**config.mk**
```make
export PLATFORM = sky130hd
export DESIGN_NAME = mpubq_ctrl
export DESIGN_NICKNAME = d
export VERILOG_FILES = /design/src/mpubq_pkg.sv /design/src/mpubq_ctrl.sv
export SDC_FILE = /design/constraint.sdc
export NUM_CORES = 1
export LEC_CHECK = 0
export BUFFER_PORTS_ARGS = -buffer_cell sky130_fd_sc_hd__buf_2
export CORE_AREA = 2 2 39 41
export CTS_CLUSTER_SIZE = 30
export DETAILED_ROUTE_END_ITERATION = 16
export DIE_AREA = 0 0 41 43
export SLEW_MARGIN = 20
export SYNTH_ARGS = -nofsm -noshare
export SYNTH_HDL_FRONTEND = slang
export SYNTH_SLANG_ARGS = --single-unit
```
**constraint.sdc**
```tcl
create_clock -name aclk -period 1.3 [get_ports aclk]
set_input_delay 0.13 -clock aclk [delete_from_list [all_inputs] [get_ports aclk]]
set_output_delay 0.13 -clock aclk [all_outputs]
set_load 0.02 [all_outputs]
```
**src/mpubq_pkg.sv**
```systemverilog
`default_nettype none
package mpubq_pkg;

    localparam int KIND_W = 3;
    localparam int PORT_W = 2;
    localparam int BYTE_W = 8;

    typedef logic [KIND_W-1:0] kind_t;
    typedef logic [PORT_W-1:0] port_t;
    typedef logic [BYTE_W-1:0] byte_t;

    localparam kind_t KIND_HOST_WRITE = 3'd0;
    localparam kind_t KIND_HOST_READ  = 3'd1;
    localparam kind_t KIND_TX_READY   = 3'd2;
    localparam kind_t KIND_RX_BYTE    = 3'd3;
    localparam kind_t KIND_FLUSH      = 3'd4;

    localparam int S_TDATA_W = 16;
    localparam int M_TDATA_W = 16;

    // sequencing commands from the controller to the datapath
    typedef struct packed {
        logic load;
        logic exec;
        logic capture;
    } ctrl_cmd_t;

endpackage
`default_nettype wire

```
**src/mpubq_ctrl.sv**
```systemverilog
`default_nettype none
module mpubq_ctrl (
    input  wire logic                  aclk,
    input  wire logic                  aresetn,
    input  wire logic                  s_tvalid,
    output logic                       s_tready,
    output logic                       m_tvalid,
    input  wire logic                  m_tready,
    output mpubq_pkg::ctrl_cmd_t       cmd
);

    localparam logic [1:0] ST_IDLE  = 2'd0;
    localparam logic [1:0] ST_EXEC  = 2'd1;
    localparam logic [1:0] ST_FETCH = 2'd2;
    localparam logic [1:0] ST_RESP  = 2'd3;

    logic [1:0] state_reg;
    logic [1:0] state_next;

    always_comb begin
        state_next  = state_reg;
        cmd.load    = 1'b0;
        cmd.exec    = 1'b0;
        cmd.capture = 1'b0;
        case (state_reg)
            ST_IDLE: begin
                cmd.load = s_tvalid;
                if (s_tvalid) begin
                    state_next = ST_EXEC;
                end
            end
            ST_EXEC: begin
                cmd.exec   = 1'b1;
                state_next = ST_FETCH;
            end
            ST_FETCH: begin
                // queue read data is out of the ram now
                cmd.capture = 1'b1;
                state_next  = ST_RESP;
            end
            ST_RESP: begin
                if (m_tready) begin
                    state_next = ST_IDLE;
                end
            end
            default: begin
                state_next = ST_IDLE;
            end
        endcase
    end

    always_ff @(posedge aclk) begin
        if (!aresetn) begin
            state_reg <= ST_IDLE;
        end else begin
            state_reg <= state_next;
        end
    end

    assign s_tready = (state_reg == ST_IDLE);
    assign m_tvalid = (state_reg == ST_RESP);

    a_cmd_onehot: assert property (@(posedge aclk) disable iff (!aresetn)
        $onehot0({cmd.load, cmd.exec, cmd.capture}))
        else $error("more than one datapath command at once");

    a_load_exec: assert property (@(posedge aclk) disable iff (!aresetn)
        cmd.load |=> cmd.exec)
        else $error("accepted item not executed next cycle");

    a_exec_capture: assert property (@(posedge aclk) disable iff (!aresetn)
        cmd.exec |=> cmd.capture)
        else $error("executed item not captured next cycle");

    a_capture_out: assert property (@(posedge aclk) disable iff (!aresetn)
        cmd.capture |=> (m_tvalid && !s_tready))
        else $error("captured result not offered");

endmodule
`default_nettype wire

```
==> summary.json, run 1 <==
{
  "outcome": {
    "result_of_the_run": "finished clean"
  },
  "min_path": {
    "worst_hold_path_type": "in2reg"
  },
  "finish": {
    "final_util": 0.189,
    "largest_register_ffs": 2,
    "multi_input_area_um2": 125,
    "layout.cells.most_common": "sky130_fd_sc_hd__buf_2",
    "count_of_nets_after_finishing": 38,
    "fill_cells": 158,
    "most-common-layout-cells": "sky130_fd_sc_hd__buf_2 (8), sky130_fd_sc_hd__inv_1 (3), sky130_fd_sc_hd__ha_1 (3), sky130_fd_sc_hd__clkbuf_4 (3)",
    "syn2layout_area_growth_pct": 59.5,
    "ff_latch_area_um2": 42.5,
    "final_layout_size_suffix_gt1_frac": 0.571,
    "insertedDiodeCount": 0
  },
  "timing": {
    "report.final.setup_viol": 0,
    "max_slew_margin": 0.901,
    "worst_slew_pin_slew_ns": 0.149,
    "grt_setup_unrepaired": "no",
    "min_period_ns": 1.23,
    "finalHoldViolations": 0,
    "max_freq_mhz": 812,
    "fin_crit_sh": 0.947,
    "timing_max_transition_violations_final": 0,
    "fin_worst_skew_ns": 0.00292,
    "setup_total_negative_slack_ns": 0
  },
  "die": {
    "die-area_um2": 1760,
    "core-area_um2": 1380,
    "fp-row-count": 14,
    "die_h_um": 43,
    "ioPinCount": 9,
    "die_w_um": 41,
    "start_util": 0.118
  },
  "clock_network": {
    "clock_tree_from_tritoncts": "built",
    "cts_made_buffers": 3,
    "clock_path_buffers": 2,
    "cts.root.buffer_cell": "sky130_fd_sc_hd__clkbuf_4",
    "clock_latency_ns": 0.22,
    "cts_sinks": 2,
    "htree_levels": 1,
    "clk_pin_slew_ns": 0.03
  },
  "placement": {
    "number_of_port_buffers": 8,
    "placer_congestion_estimate": 0.554
  },
  "global_route": {
    "global_route.usage.total": 0.0491,
    "grt_start_max_net_pins": 5,
    "globalRoute.totalOverflow": 0,
    "grt_antenna_before_repair": 0,
    "grt_first_pass_wirelength_um": 496,
    "first_global_vias": 139
  },
  "pwr": {
    "power.density_cell_area_nw_per_um2": 2090,
    "clock_power_share": 0.242,
    "power.combinational.fraction": 0.551,
    "internal_power_mw": 0.323,
    "switchingPower_mw": 0.223,
    "leakagePower_nw": 0.129,
    "pwr-share-seq": 0.206,
    "vdd.ir_drop.worst_v": 0.000392,
    "power.share.switching": 0.409
  },
  "worst_setup_path": {
    "setup.worst_path.class": "reg2out",
    "crit_fanout": 4,
    "critPathCaptureType": "primary output",
    "crit_path_start_kind": "register",
    "cp_data_required_time_ns": 1.17,
    "worst_ep_arrival_time_ns": 1.10
  },
  "synthesis": {
    "yosys_warnings": 0,
    "syn_avg_cell_area_um2": 9.64,
    "synthCells": 17,
    "syn-cell-area_um2": 164,
    "synthesis.nets": 25,
    "synth_sequential_area_ratio": 0.244,
    "synth_cell_types": 10,
    "seq_cells_post_synth": 2
  },
  "detailed_routing": {
    "dr_total_vias": 156,
    "post-route-drc-count": 0,
    "drt-pass1-iter-count": 2,
    "drt.antenna.violating_nets": 0,
    "wl_per_cell_um": 7.75,
    "drt_iter0_drc": 3,
    "viasPerCell": 3.55,
    "wirelength_um": 341
  },
  "flow_run": {
    "max-cap-violations": 0
  }
}
## power groups by stage
stage	registers [mW]	clock network, mW	logic, mW
global route	0.119	0.148	0.334
detailed placement	0.110	0	0.264
floorplan	0.104	0	0.205
global placement	0.109	0	0.260
CTS	0.114	0.142	0.271
finish	0.113	0.132	0.301
## kinds of logic after synthesis
family | Yosys count | synth area share
buf+inv | 3 | 0.0687
fa+ha+maj | 4 | 0.305
mux | 1 | 0.0611
flops | 2 | 0.244
simple gates | 4 | 0.168
compound gates | 3 | 0.153
## synthesized netlist by cell type, drive strengths merged
library cell / instances / area share
and2: 1 / 0.038
inv: 3 / 0.069
mux2i: 1 / 0.061
o21a: 1 / 0.046
ha: 4 / 0.31
a21oi: 1 / 0.053
nand2: 2 / 0.046
nor2b: 1 / 0.084
o31a: 1 / 0.053
dfxtp: 2 / 0.24
## per-layer routing
| metal | global-route usage | vias to the layer above | wire, um |
|---|---|---|---|
| met5 | 0 | - | 0 |
| met4 | 0.0600 | 0 | 0 |
| met3 | 0.0471 | 0 | 46 |
| met2 | 0.0656 | 7 | 164 |
| met1 | 0.0319 | 72 | 130 |
| li1 | - | 77 | - |
## per-stage QoR
| stage | instances | total power [mW] | instance area [um2] | worst slack [ns] | hold WS, ns |
|---|---|---|---|---|---|
| finish | 44 | 0.546 | 262 | 0.0685 | 0.191 |
| detailed placement | 41 | 0.374 | 224 | 0.0941 | 0.422 |
| CTS | 44 | 0.527 | 251 | 0.0390 | 0.180 |
| global placement | 41 | 0.370 | 224 | 0.114 | 0.419 |
| floorplan | 17 | 0.309 | 164 | 0.0666 | 0.276 |
| global route | 44 | 0.601 | 262 | 0.000540 | 0.204 |
## path summary, 6_finish.rpt
| check | slack, ns | cells after the start | endpoint | from |
|---|---|---|---|---|
| worst max-delay path | 0.07 | 4 | cmd[2] | state_reg[0] |
| worst min-delay path | 0.19 | 3 | state_reg[1] | aresetn |
| worst max register to register | 0.18 | 4 | state_reg[0] | state_reg[0] |
| worst min register to register | 0.48 | 2 | state_reg[1] | state_reg[1] |
## layout make-up
type | count | area share
Inverter | 3 | 0.0431
Sequential cell | 2 | 0.163
Timing Repair Buffer | 8 | 0.153
Tap cell | 16 | 0.0766
Multi-Input combinational cell | 12 | 0.478
Clock buffer | 3 | 0.0861
## worst max-delay path, stage by stage, from the launching register on
cell,delay [ns]
sky130_fd_sc_hd__dfxtp_2,0.34
sky130_fd_sc_hd__inv_1,0.08
sky130_fd_sc_hd__ha_4,0.18
sky130_fd_sc_hd__and2_1,0.13
sky130_fd_sc_hd__buf_2,0.15
## timing repair
item                       in CTS  in global routing
hold endpoints to repair        0                  0
hold buffers                    0                  0
gates resized for setup         3                  1
setup endpoints to repair       1                  1
setup buffers                   0                  0
(Power assumes the default switching activity.)
==> run 2, diff against run 1 <==
--- a/config.mk
+++ b/config.mk
@@ -5,6 +5,7 @@
 export SDC_FILE = /design/constraint.sdc
 export NUM_CORES = 1
 export LEC_CHECK = 0
+export ABC_AREA = 1
 export BUFFER_PORTS_ARGS = -buffer_cell sky130_fd_sc_hd__buf_2
 export CORE_AREA = 2 2 39 41
 export CTS_CLUSTER_SIZE = 30
==> summary.json, run 2 <==
{
  "synthesis": {
    "seq_cells_post_synth": {"value": 2, "change": "unchanged"},
    "yosys_warnings": {"value": 0, "change": "unchanged"},
    "synthesis.nets": {"value": 32, "change": "was 25"},
    "synthCells": {"value": 24, "change": "was 17"},
    "area_leader_netlist": {"value": "sky130_fd_sc_hd__ha_1", "change": "unchanged"},
    "synth-edff-count": {"value": 0, "change": "unchanged"},
    "synth_top_area_frac": {"value": 0.296, "change": "was 0.305"},
    "synth_cell_types": {"value": 8, "change": "was 10"},
    "syn-cell-area": {"value": 169, "unit": "um2", "change": "was 164 um2"},
    "synth.cells.most_frequent": {"value": "sky130_fd_sc_hd__inv_1 (6), sky130_fd_sc_hd__nand2_1 (5), sky130_fd_sc_hd__ha_1 (4), sky130_fd_sc_hd__nor2_1 (3)", "change": "was sky130_fd_sc_hd__ha_1 (4), sky130_fd_sc_hd__inv_1 (3), sky130_fd_sc_hd__dfxtp_1 (2), sky130_fd_sc_hd__nand2_1 (2)"},
    "syn_avg_cell_area": {"value": 7.04, "unit": "um2", "change": "was 9.64 um2"},
    "yosys_most_used_dff": {"value": "sky130_fd_sc_hd__dfxtp_1", "change": "unchanged"},
    "postSynth.asyncResetShare": {"value": 0, "change": "unchanged"},
    "synth_sequential_area_ratio": {"value": 0.237, "change": "was 0.244"},
    "yosys-top-cells-area": {"value": "sky130_fd_sc_hd__ha_1 (30%), sky130_fd_sc_hd__dfxtp_1 (24%), sky130_fd_sc_hd__inv_1 (13%)", "change": "was sky130_fd_sc_hd__ha_1 (31%), sky130_fd_sc_hd__dfxtp_1 (24%), sky130_fd_sc_hd__nor2b_4 (8.4%)"},
    "synth_most_common_cell": {"value": "sky130_fd_sc_hd__inv_1", "change": "was sky130_fd_sc_hd__ha_1"}
  },
  "timing": {
    "timing_max_transition_violations_final": {"value": 0, "change": "unchanged"},
    "worst_slew_pin_slew": {"value": 0.134, "unit": "ns", "change": "was 0.149 ns"},
    "fin_crit_sh": {"value": 0.919, "change": "was 0.947"},
    "fin_worst_skew": {"value": 0.000237, "unit": "ns", "change": "was 0.00292 ns"},
    "max_slew_margin": {"value": 0.911, "change": "was 0.901"},
    "finalHoldViolations": {"value": 0, "change": "unchanged"},
    "finalHoldWorstSlack": {"value": 0.143, "unit": "ns", "change": "was 0.191 ns"},
    "grt_setup_unrepaired": {"value": "no", "change": "unchanged"},
    "min_period": {"value": 1.19, "unit": "ns", "change": "was 1.23 ns"},
    "report.final.setup_viol": {"value": 0, "change": "unchanged"},
    "setup_total_negative_slack": {"value": 0, "unit": "ns", "change": "unchanged"},
    "max_freq": {"value": 837, "unit": "MHz", "change": "was 812 MHz"}
  },
  "clock_network": {
    "cts_made_buffers": {"value": 3, "change": "unchanged"},
    "cts.root.buffer_cell": {"value": "sky130_fd_sc_hd__clkbuf_4", "change": "unchanged"},
    "cts.hold.buffers_added": {"value": 0, "change": "unchanged"},
    "clk_pin_slew": {"value": 0.03, "unit": "ns", "change": "about the same"},
    "htree_levels": {"value": 1, "change": "unchanged"},
    "clock_latency": {"value": 0.22, "unit": "ns", "change": "about the same"},
    "clock_tree_from_tritoncts": {"value": "built", "change": "unchanged"},
    "post_cts_resize_count": {"value": 1, "change": "was 3"},
    "clock_path_buffers": {"value": 2, "change": "unchanged"},
    "cts_sinks": {"value": 2, "change": "unchanged"},
    "cts_post_setup_buffers_inserted": {"value": 0, "change": "unchanged"}
  },
  "die": {
    "die-area": {"value": 1760, "unit": "um2", "change": "unchanged"},
    "die_h": {"value": 43, "unit": "um", "change": "unchanged"},
    "fp-row-count": {"value": 14, "change": "unchanged"},
    "die_w": {"value": 41, "unit": "um", "change": "unchanged"},
    "ioPinCount": {"value": 9, "change": "unchanged"},
    "start_util": {"value": 0.122, "change": "was 0.118"},
    "core-area": {"value": 1380, "unit": "um2", "change": "unchanged"}
  },
  "detailed_routing": {
    "wl_per_cell": {"value": 6.65, "unit": "um", "change": "was 7.75 um"},
    "wirelength": {"value": 339, "unit": "um", "change": "was 341 um"},
    "dr_total_vias": {"value": 166, "change": "was 156"},
    "drt.antenna.violating_nets": {"value": 0, "change": "unchanged"},
    "drt-pass1-iter-count": {"value": 1, "change": "was 2"},
    "drt_iter0_drc": {"value": 0, "change": "was 3"},
    "post-route-drc-count": {"value": 0, "change": "unchanged"},
    "viasPerCell": {"value": 3.25, "change": "was 3.55"}
  },
  "global_route": {
    "grt_first_pass_wirelength": {"value": 420, "unit": "um", "change": "was 496 um"},
    "global_route.usage.total": {"value": 0.0421, "change": "was 0.0491"},
    "grt_antenna_before_repair": {"value": 0, "change": "unchanged"},
    "grt_start_max_net_pins": {"value": 5, "change": "unchanged"},
    "first_global_vias": {"value": 115, "change": "was 139"},
    "globalRoute.totalOverflow": {"value": 0, "change": "unchanged"}
  },
  "finish": {
    "count_of_nets_after_finishing": {"value": 45, "change": "was 38"},
    "syn2layout_area_growth": {"value": 53.3, "unit": "%", "change": "was 59.5%"},
    "multi_input_area": {"value": 109, "unit": "um2", "change": "was 125 um2"},
    "fill_cells": {"value": 162, "change": "was 158"},
    "final_layout_size_suffix_gt1_frac": {"value": 0.457, "change": "was 0.571"},
    "largest_register_ffs": {"value": 2, "change": "unchanged"},
    "insertedDiodeCount": {"value": 0, "change": "unchanged"},
    "post-route-cell-area": {"value": 259, "unit": "um2", "change": "was 262 um2"},
    "layout.cells.most_common": {"value": "sky130_fd_sc_hd__buf_2", "change": "unchanged"},
    "ff_latch_area": {"value": 42.5, "unit": "um2", "change": "unchanged"},
    "most-common-layout-cells": {"value": "sky130_fd_sc_hd__buf_2 (7), sky130_fd_sc_hd__inv_1 (6), sky130_fd_sc_hd__nand2_1 (5)", "change": "was sky130_fd_sc_hd__buf_2 (8), sky130_fd_sc_hd__inv_1 (3), sky130_fd_sc_hd__ha_1 (3), sky130_fd_sc_hd__clkbuf_4 (3)"}
  },
  "pwr": {
    "power.combinational.fraction": {"value": 0.579, "change": "was 0.551"},
    "power.density_cell_area": {"value": 2390, "unit": "nW/um2", "change": "was 2090 nW/um2"},
    "internal_power": {"value": 0.338, "unit": "mW", "change": "was 0.323 mW"},
    "clock_power_share": {"value": 0.220, "change": "was 0.242"},
    "pwr-share-seq": {"value": 0.201, "change": "was 0.206"},
    "total_power": {"value": 0.619, "unit": "mW", "change": "was 0.546 mW"},
    "switchingPower": {"value": 0.281, "unit": "mW", "change": "was 0.223 mW"},
    "vdd.ir_drop.worst": {"value": 0.000568, "unit": "V", "change": "was 0.000392 V"},
    "leakagePower": {"value": 0.154, "unit": "nW", "change": "was 0.129 nW"},
    "power.share.switching": {"value": 0.454, "change": "was 0.409"}
  },
  "worst_setup_path": {
    "setup.worst_path.class": {"value": "reg2out", "change": "unchanged"},
    "crit_fanout": {"value": 4, "change": "unchanged"},
    "rr_startpoint": {"value": "state_reg[1]", "change": "was state_reg[0]"},
    "crit_chain": {"value": "inv_1, ha_2, nand2_1, inv_1, buf_4", "change": "was inv_1, ha_4, and2_1, buf_2"},
    "critical_path.max_stage_delay": {"value": 0.34, "unit": "ns", "change": "about the same"},
    "worst_ep_arrival_time": {"value": 1.06, "unit": "ns", "change": "was 1.10 ns"},
    "critPathSlowestCell": {"value": "sky130_fd_sc_hd__dfxtp_2", "change": "unchanged"},
    "crit_path_start_kind": {"value": "register", "change": "unchanged"},
    "timing.critical_path.from": {"value": "state_reg[0]", "change": "unchanged"},
    "critPathCaptureType": {"value": "primary output", "change": "unchanged"},
    "ff2ff_setup_slack": {"value": 0.29, "unit": "ns", "change": "was 0.18 ns"},
    "timing.critical_path.mode_cell": "sky130_fd_sc_hd__inv_1",
    "cp_data_required_time": {"value": 1.17, "unit": "ns", "change": "about the same"}
  },
  "placement": {
    "number_of_port_buffers": {"value": 8, "change": "unchanged"},
    "dpl-instance-area": {"value": 229, "unit": "um2", "change": "was 224 um2"},
    "placer_congestion_estimate": {"value": 0.673, "change": "was 0.554"},
    "sum_of_net_half_perimeters_after_detailed_placement_um": 279
  },
  "flow_run": {
    "max-cap-violations": {"value": 0, "change": "unchanged"}
  },
  "outcome": {
    "result_of_the_run": {"value": "finished clean", "change": "unchanged"}
  },
  "min_path": {
    "worst_hold_startpoint": {"value": "aresetn", "change": "unchanged"},
    "worst_hold_path_type": {"value": "in2reg", "change": "unchanged"}
  }
}
==> run 2: cell types whose count changed in the layout (fill, tap and decap cells not counted), moves of 2 or more <==
cell | previous run | this run
sky130_fd_sc_hd__inv_1 | 3 | 6
sky130_fd_sc_hd__nand2_1 | 2 | 5
sky130_fd_sc_hd__a21oi_1 | 0 | 2
sky130_fd_sc_hd__nor2_1 | 0 | 3
==> run 2: logic make-up (layout without fill, tap and decap cells) <==
family / Yosys count / after routing / share of synthesized area
DFF: 2 / 2 / 0.237
and+or+nand+nor: 10 / 10 / 0.274
adders and majority gates: 4 / 4 / 0.296
AOI/OAI and AO/OA: 2 / 2 / 0.0593
buffers and inverters: 6 / 17 / 0.133
==> run 2: layout make-up <==
| cell class | count | area share |
|---|---|---|
| timing repair buffer | 8 | 0.164 |
| sequential | 2 | 0.164 |
| inverter | 6 | 0.0870 |
| clock buffer | 3 | 0.0870 |
| tap | 16 | 0.0773 |
| multi-input combinational | 16 | 0.420 |
==> run 2: metal layers <==
layer  vias up  GRT usage  wire (um)
met5         -          0          0
met4         0     0.0600          0
met3         0     0.0314         36
met2         6     0.0375        151
met1        67     0.0479        151
li1         93          -          -
==> run 2: metrics by stage <==
stage	instances	setup WS, ns	util
floorplan	24	0.183	-
global placement	48	0.237	0.165
detailed placement	48	0.197	0.165
CTS	51	0.000986	0.183
global route	51	0.0159	0.187
finish	51	0.105	0.187
==> run 2: final timing paths <==
check / end / cells after the start
max: cmd[2] / 5
min: state_reg[1] / 3
max reg2reg: state_reg[1] / 6
min reg2reg: state_reg[0] / 2
==> run 2: power groups by stage <==
stage	sequential, mW	clock, mW	combinational [mW]
floorplan	0.111	0	0.278
global route	0.128	0.156	0.396
detailed placement	0.121	0	0.350
CTS	0.123	0.146	0.351
finish	0.124	0.136	0.359
global placement	0.116	0	0.343
==> run 2: worst max-delay path, delay by kind of cell, from the launching register on <==
| family | cells | cell delay, ns |
|---|---|---|
| DFF | 1 | 0.34 |
| buffers and inverters | 3 | 0.23 |
| adders and majority gates | 1 | 0.20 |
| and+or+nand+nor | 1 | 0.06 |
==> run 3, diff against run 2 <==
--- a/config.mk
+++ b/config.mk
@@ -7,10 +7,13 @@
 export LEC_CHECK = 0
 export ABC_AREA = 1
 export BUFFER_PORTS_ARGS = -buffer_cell sky130_fd_sc_hd__buf_2
+export CELL_PAD_IN_SITES_DETAIL_PLACEMENT = 1
+export CELL_PAD_IN_SITES_GLOBAL_PLACEMENT = 2
 export CORE_AREA = 2 2 39 41
 export CTS_CLUSTER_SIZE = 30
 export DETAILED_ROUTE_END_ITERATION = 16
 export DIE_AREA = 0 0 41 43
+export PLACE_DENSITY_LB_ADDON = 0.1
 export SLEW_MARGIN = 20
 export SYNTH_ARGS = -nofsm -noshare
 export SYNTH_HDL_FRONTEND = slang
==> summary.json, run 3 (synthesis gave the netlist of run 2 again) <==
{
  "outcome": {
    "result_of_the_run": {"value": "finished clean", "change": "unchanged"}
  },
  "global_route": {
    "grt_start_max_net_pins": {"value": 5, "change": "unchanged"},
    "grt_antenna_before_repair": {"value": 0, "change": "unchanged"},
    "grt_first_pass_wirelength": {"value": 648, "unit": "um", "change": "was 420 um"},
    "globalRoute.totalOverflow": {"value": 0, "change": "unchanged"},
    "first_global_vias": {"value": 186, "change": "was 115"},
    "global_route.usage.total": {"value": 0.0590, "change": "was 0.0421"}
  },
  "pwr": {
    "total_power": {"value": 0.652, "unit": "mW", "change": "was 0.619 mW"},
    "power.density_cell_area": {"value": 2450, "unit": "nW/um2", "change": "was 2390 nW/um2"},
    "vdd.ir_drop.worst": {"value": 0.000642, "unit": "V", "change": "was 0.000568 V"},
    "leakagePower": {"value": 0.156, "unit": "nW", "change": "was 0.154 nW"}
  },
  "clock_network": {
    "cts_sinks": {"value": 2, "change": "unchanged"},
    "htree_levels": {"value": 1, "change": "unchanged"},
    "cts_made_buffers": {"value": 3, "change": "unchanged"},
    "cts_post_setup_buffers_inserted": {"value": 0, "change": "unchanged"},
    "clock_path_buffers": {"value": 2, "change": "unchanged"},
    "clock_latency": {"value": 0.22, "unit": "ns", "change": "about the same"},
    "clk_pin_slew": {"value": 0.03, "unit": "ns", "change": "about the same"},
    "clock_tree_from_tritoncts": {"value": "built", "change": "unchanged"},
    "cts.root.buffer_cell": {"value": "sky130_fd_sc_hd__clkbuf_4", "change": "unchanged"}
  },
  "detailed_routing": {
    "viasPerCell": {"value": 3.57, "change": "was 3.25"},
    "wl_per_cell": {"value": 8.08, "unit": "um", "change": "was 6.65 um"},
    "post-route-drc-count": {"value": 0, "change": "unchanged"},
    "dr_total_vias": {"value": 182, "change": "was 166"},
    "drt_iter0_drc": {"value": 0, "change": "unchanged"},
    "drt.antenna.violating_nets": {"value": 0, "change": "unchanged"},
    "wirelength": {"value": 412, "unit": "um", "change": "was 339 um"},
    "drt-pass1-iter-count": {"value": 1, "change": "unchanged"}
  },
  "finish": {
    "final_layout_size_suffix_gt1_frac": {"value": 0.457, "change": "unchanged"},
    "ff_latch_area": {"value": 42.5, "unit": "um2", "change": "unchanged"},
    "most-common-layout-cells": {"value": "sky130_fd_sc_hd__buf_2 (8), sky130_fd_sc_hd__inv_1 (6), sky130_fd_sc_hd__nand2_1 (5)", "change": "was sky130_fd_sc_hd__buf_2 (7), sky130_fd_sc_hd__inv_1 (6), sky130_fd_sc_hd__nand2_1 (5)"},
    "fill_cells": {"value": 178, "change": "was 162"},
    "layout.cells.most_common": {"value": "sky130_fd_sc_hd__buf_2", "change": "unchanged"},
    "multi_input_area": {"value": 119, "unit": "um2", "change": "was 109 um2"},
    "syn2layout_area_growth": {"value": 57.8, "unit": "%", "change": "was 53.3%"},
    "count_of_nets_after_finishing": {"value": 45, "change": "unchanged"},
    "largest_register_ffs": {"value": 2, "change": "unchanged"},
    "insertedDiodeCount": {"value": 0, "change": "unchanged"},
    "final_util": {"value": 0.193, "change": "was 0.187"}
  },
  "timing": {
    "max_slew_margin": {"value": 0.901, "change": "was 0.911"},
    "report.final.setup_viol": {"value": 0, "change": "unchanged"},
    "timing_max_transition_violations_final": {"value": 0, "change": "unchanged"},
    "max_freq": {"value": 838, "unit": "MHz", "change": "was 837 MHz"},
    "worst_slew_pin_slew": {"value": 0.148, "unit": "ns", "change": "was 0.134 ns"},
    "fin_worst_skew": {"value": 0.00365, "unit": "ns", "change": "was 0.000237 ns"},
    "min_period": {"value": 1.19, "unit": "ns", "change": "about the same"},
    "setup_slack": {"value": 0.107, "unit": "ns", "change": "was 0.105 ns"},
    "setup_total_negative_slack": {"value": 0, "unit": "ns", "change": "unchanged"},
    "fin_crit_sh": {"value": 0.918, "change": "was 0.919"},
    "finalHoldViolations": {"value": 0, "change": "unchanged"},
    "grt_setup_unrepaired": {"value": "no", "change": "unchanged"}
  },
  "die": {
    "die_h": {"value": 43, "unit": "um", "change": "unchanged"},
    "die_w": {"value": 41, "unit": "um", "change": "unchanged"},
    "ioPinCount": {"value": 9, "change": "unchanged"},
    "die-area": {"value": 1760, "unit": "um2", "change": "unchanged"},
    "fp-row-count": {"value": 14, "change": "unchanged"},
    "start_util": {"value": 0.122, "change": "unchanged"},
    "core-area": {"value": 1380, "unit": "um2", "change": "unchanged"}
  },
  "worst_setup_path": {
    "ff2ff_setup_slack": {"value": 0.27, "unit": "ns", "change": "was 0.29 ns"},
    "cp_data_required_time": {"value": 1.17, "unit": "ns", "change": "about the same"},
    "critPathCaptureType": {"value": "primary output", "change": "unchanged"},
    "worst_ep_arrival_time": {"value": 1.06, "unit": "ns", "change": "about the same"},
    "crit_path_start_kind": {"value": "register", "change": "unchanged"},
    "setup.worst_path.class": {"value": "reg2out", "change": "unchanged"},
    "crit_fanout": {"value": 4, "change": "unchanged"}
  },
  "placement": {
    "placer_congestion_estimate": {"value": 0.572, "change": "was 0.673"},
    "sum_of_net_half_perimeters_after_detailed_placement": {"value": 313, "unit": "um", "change": "was 279 um"},
    "post-place-ws": {"value": 0.188, "unit": "ns", "change": "was 0.197 ns"},
    "number_of_port_buffers": {"value": 8, "change": "unchanged"}
  },
  "flow_run": {
    "max-cap-violations": {"value": 0, "change": "unchanged"}
  },
  "min_path": {
    "worst_hold_path_type": {"value": "in2reg", "change": "unchanged"}
  }
}
run 3: cell counts in the layout (fill, tap and decap cells not counted):
No cell type changed its count.
run 3: stage by stage:
step,hold slack (ns),area [um2],cells
after floorplan,0.251,169,24
after global placement,0.385,229,48
after detailed placement,0.381,229,48
after CTS,0.132,254,51
after global routing,0.155,267,51
final,0.138,267,51
run 3: critical path: stages, from the launching register on:
cell and delay [ns]:
sky130_fd_sc_hd__dfxtp_2 0.32, sky130_fd_sc_hd__inv_1 0.12, sky130_fd_sc_hd__ha_4 0.17, sky130_fd_sc_hd__nand2_1 0.05
sky130_fd_sc_hd__inv_1 0.04, sky130_fd_sc_hd__buf_2 0.15
run 3: routing by layer:
metal / GRT usage / part of all wire
met5: 0 / 0
met3: 0.0314 / 0.068
met2: 0.0813 / 0.51
met4: 0.0600 / 0
met1: 0.0571 / 0.42
run 3: path summary, 6_finish.rpt:
check / end / from / cells past startpoint
worst min-delay path: state_reg[1] / aresetn / 3
worst max register to register: state_reg[0] / state_reg[0] / 6
worst min register to register: state_reg[0] / state_reg[0] / 2
worst max-delay path: cmd[2] / state_reg[0] / 5
run 3: repair_timing:
action	in CTS	in global routing
setup endpoints to repair	1	1
hold buffers	0	0
gates resized for setup	2	2
run 3: power by group:
| part | leakage [nW] | internal, mW | switching [mW] | total (mW) |
|---|---|---|---|---|
| clock | 0.0138 | 0.102 | 0.0358 | 0.138 |
| sequential | 0.0172 | 0.0948 | 0.0289 | 0.124 |
| combinational | 0.125 | 0.156 | 0.234 | 0.391 |
| total | 0.156 | 0.353 | 0.299 | 0.652 |
run 3: layout make-up:
cell class,instances,area share
clock buffer,3,0.0845
sequential,2,0.160
tap,16,0.0751
inverter,6,0.0845
timing repair buffer,8,0.150
multi-input combinational,16,0.446
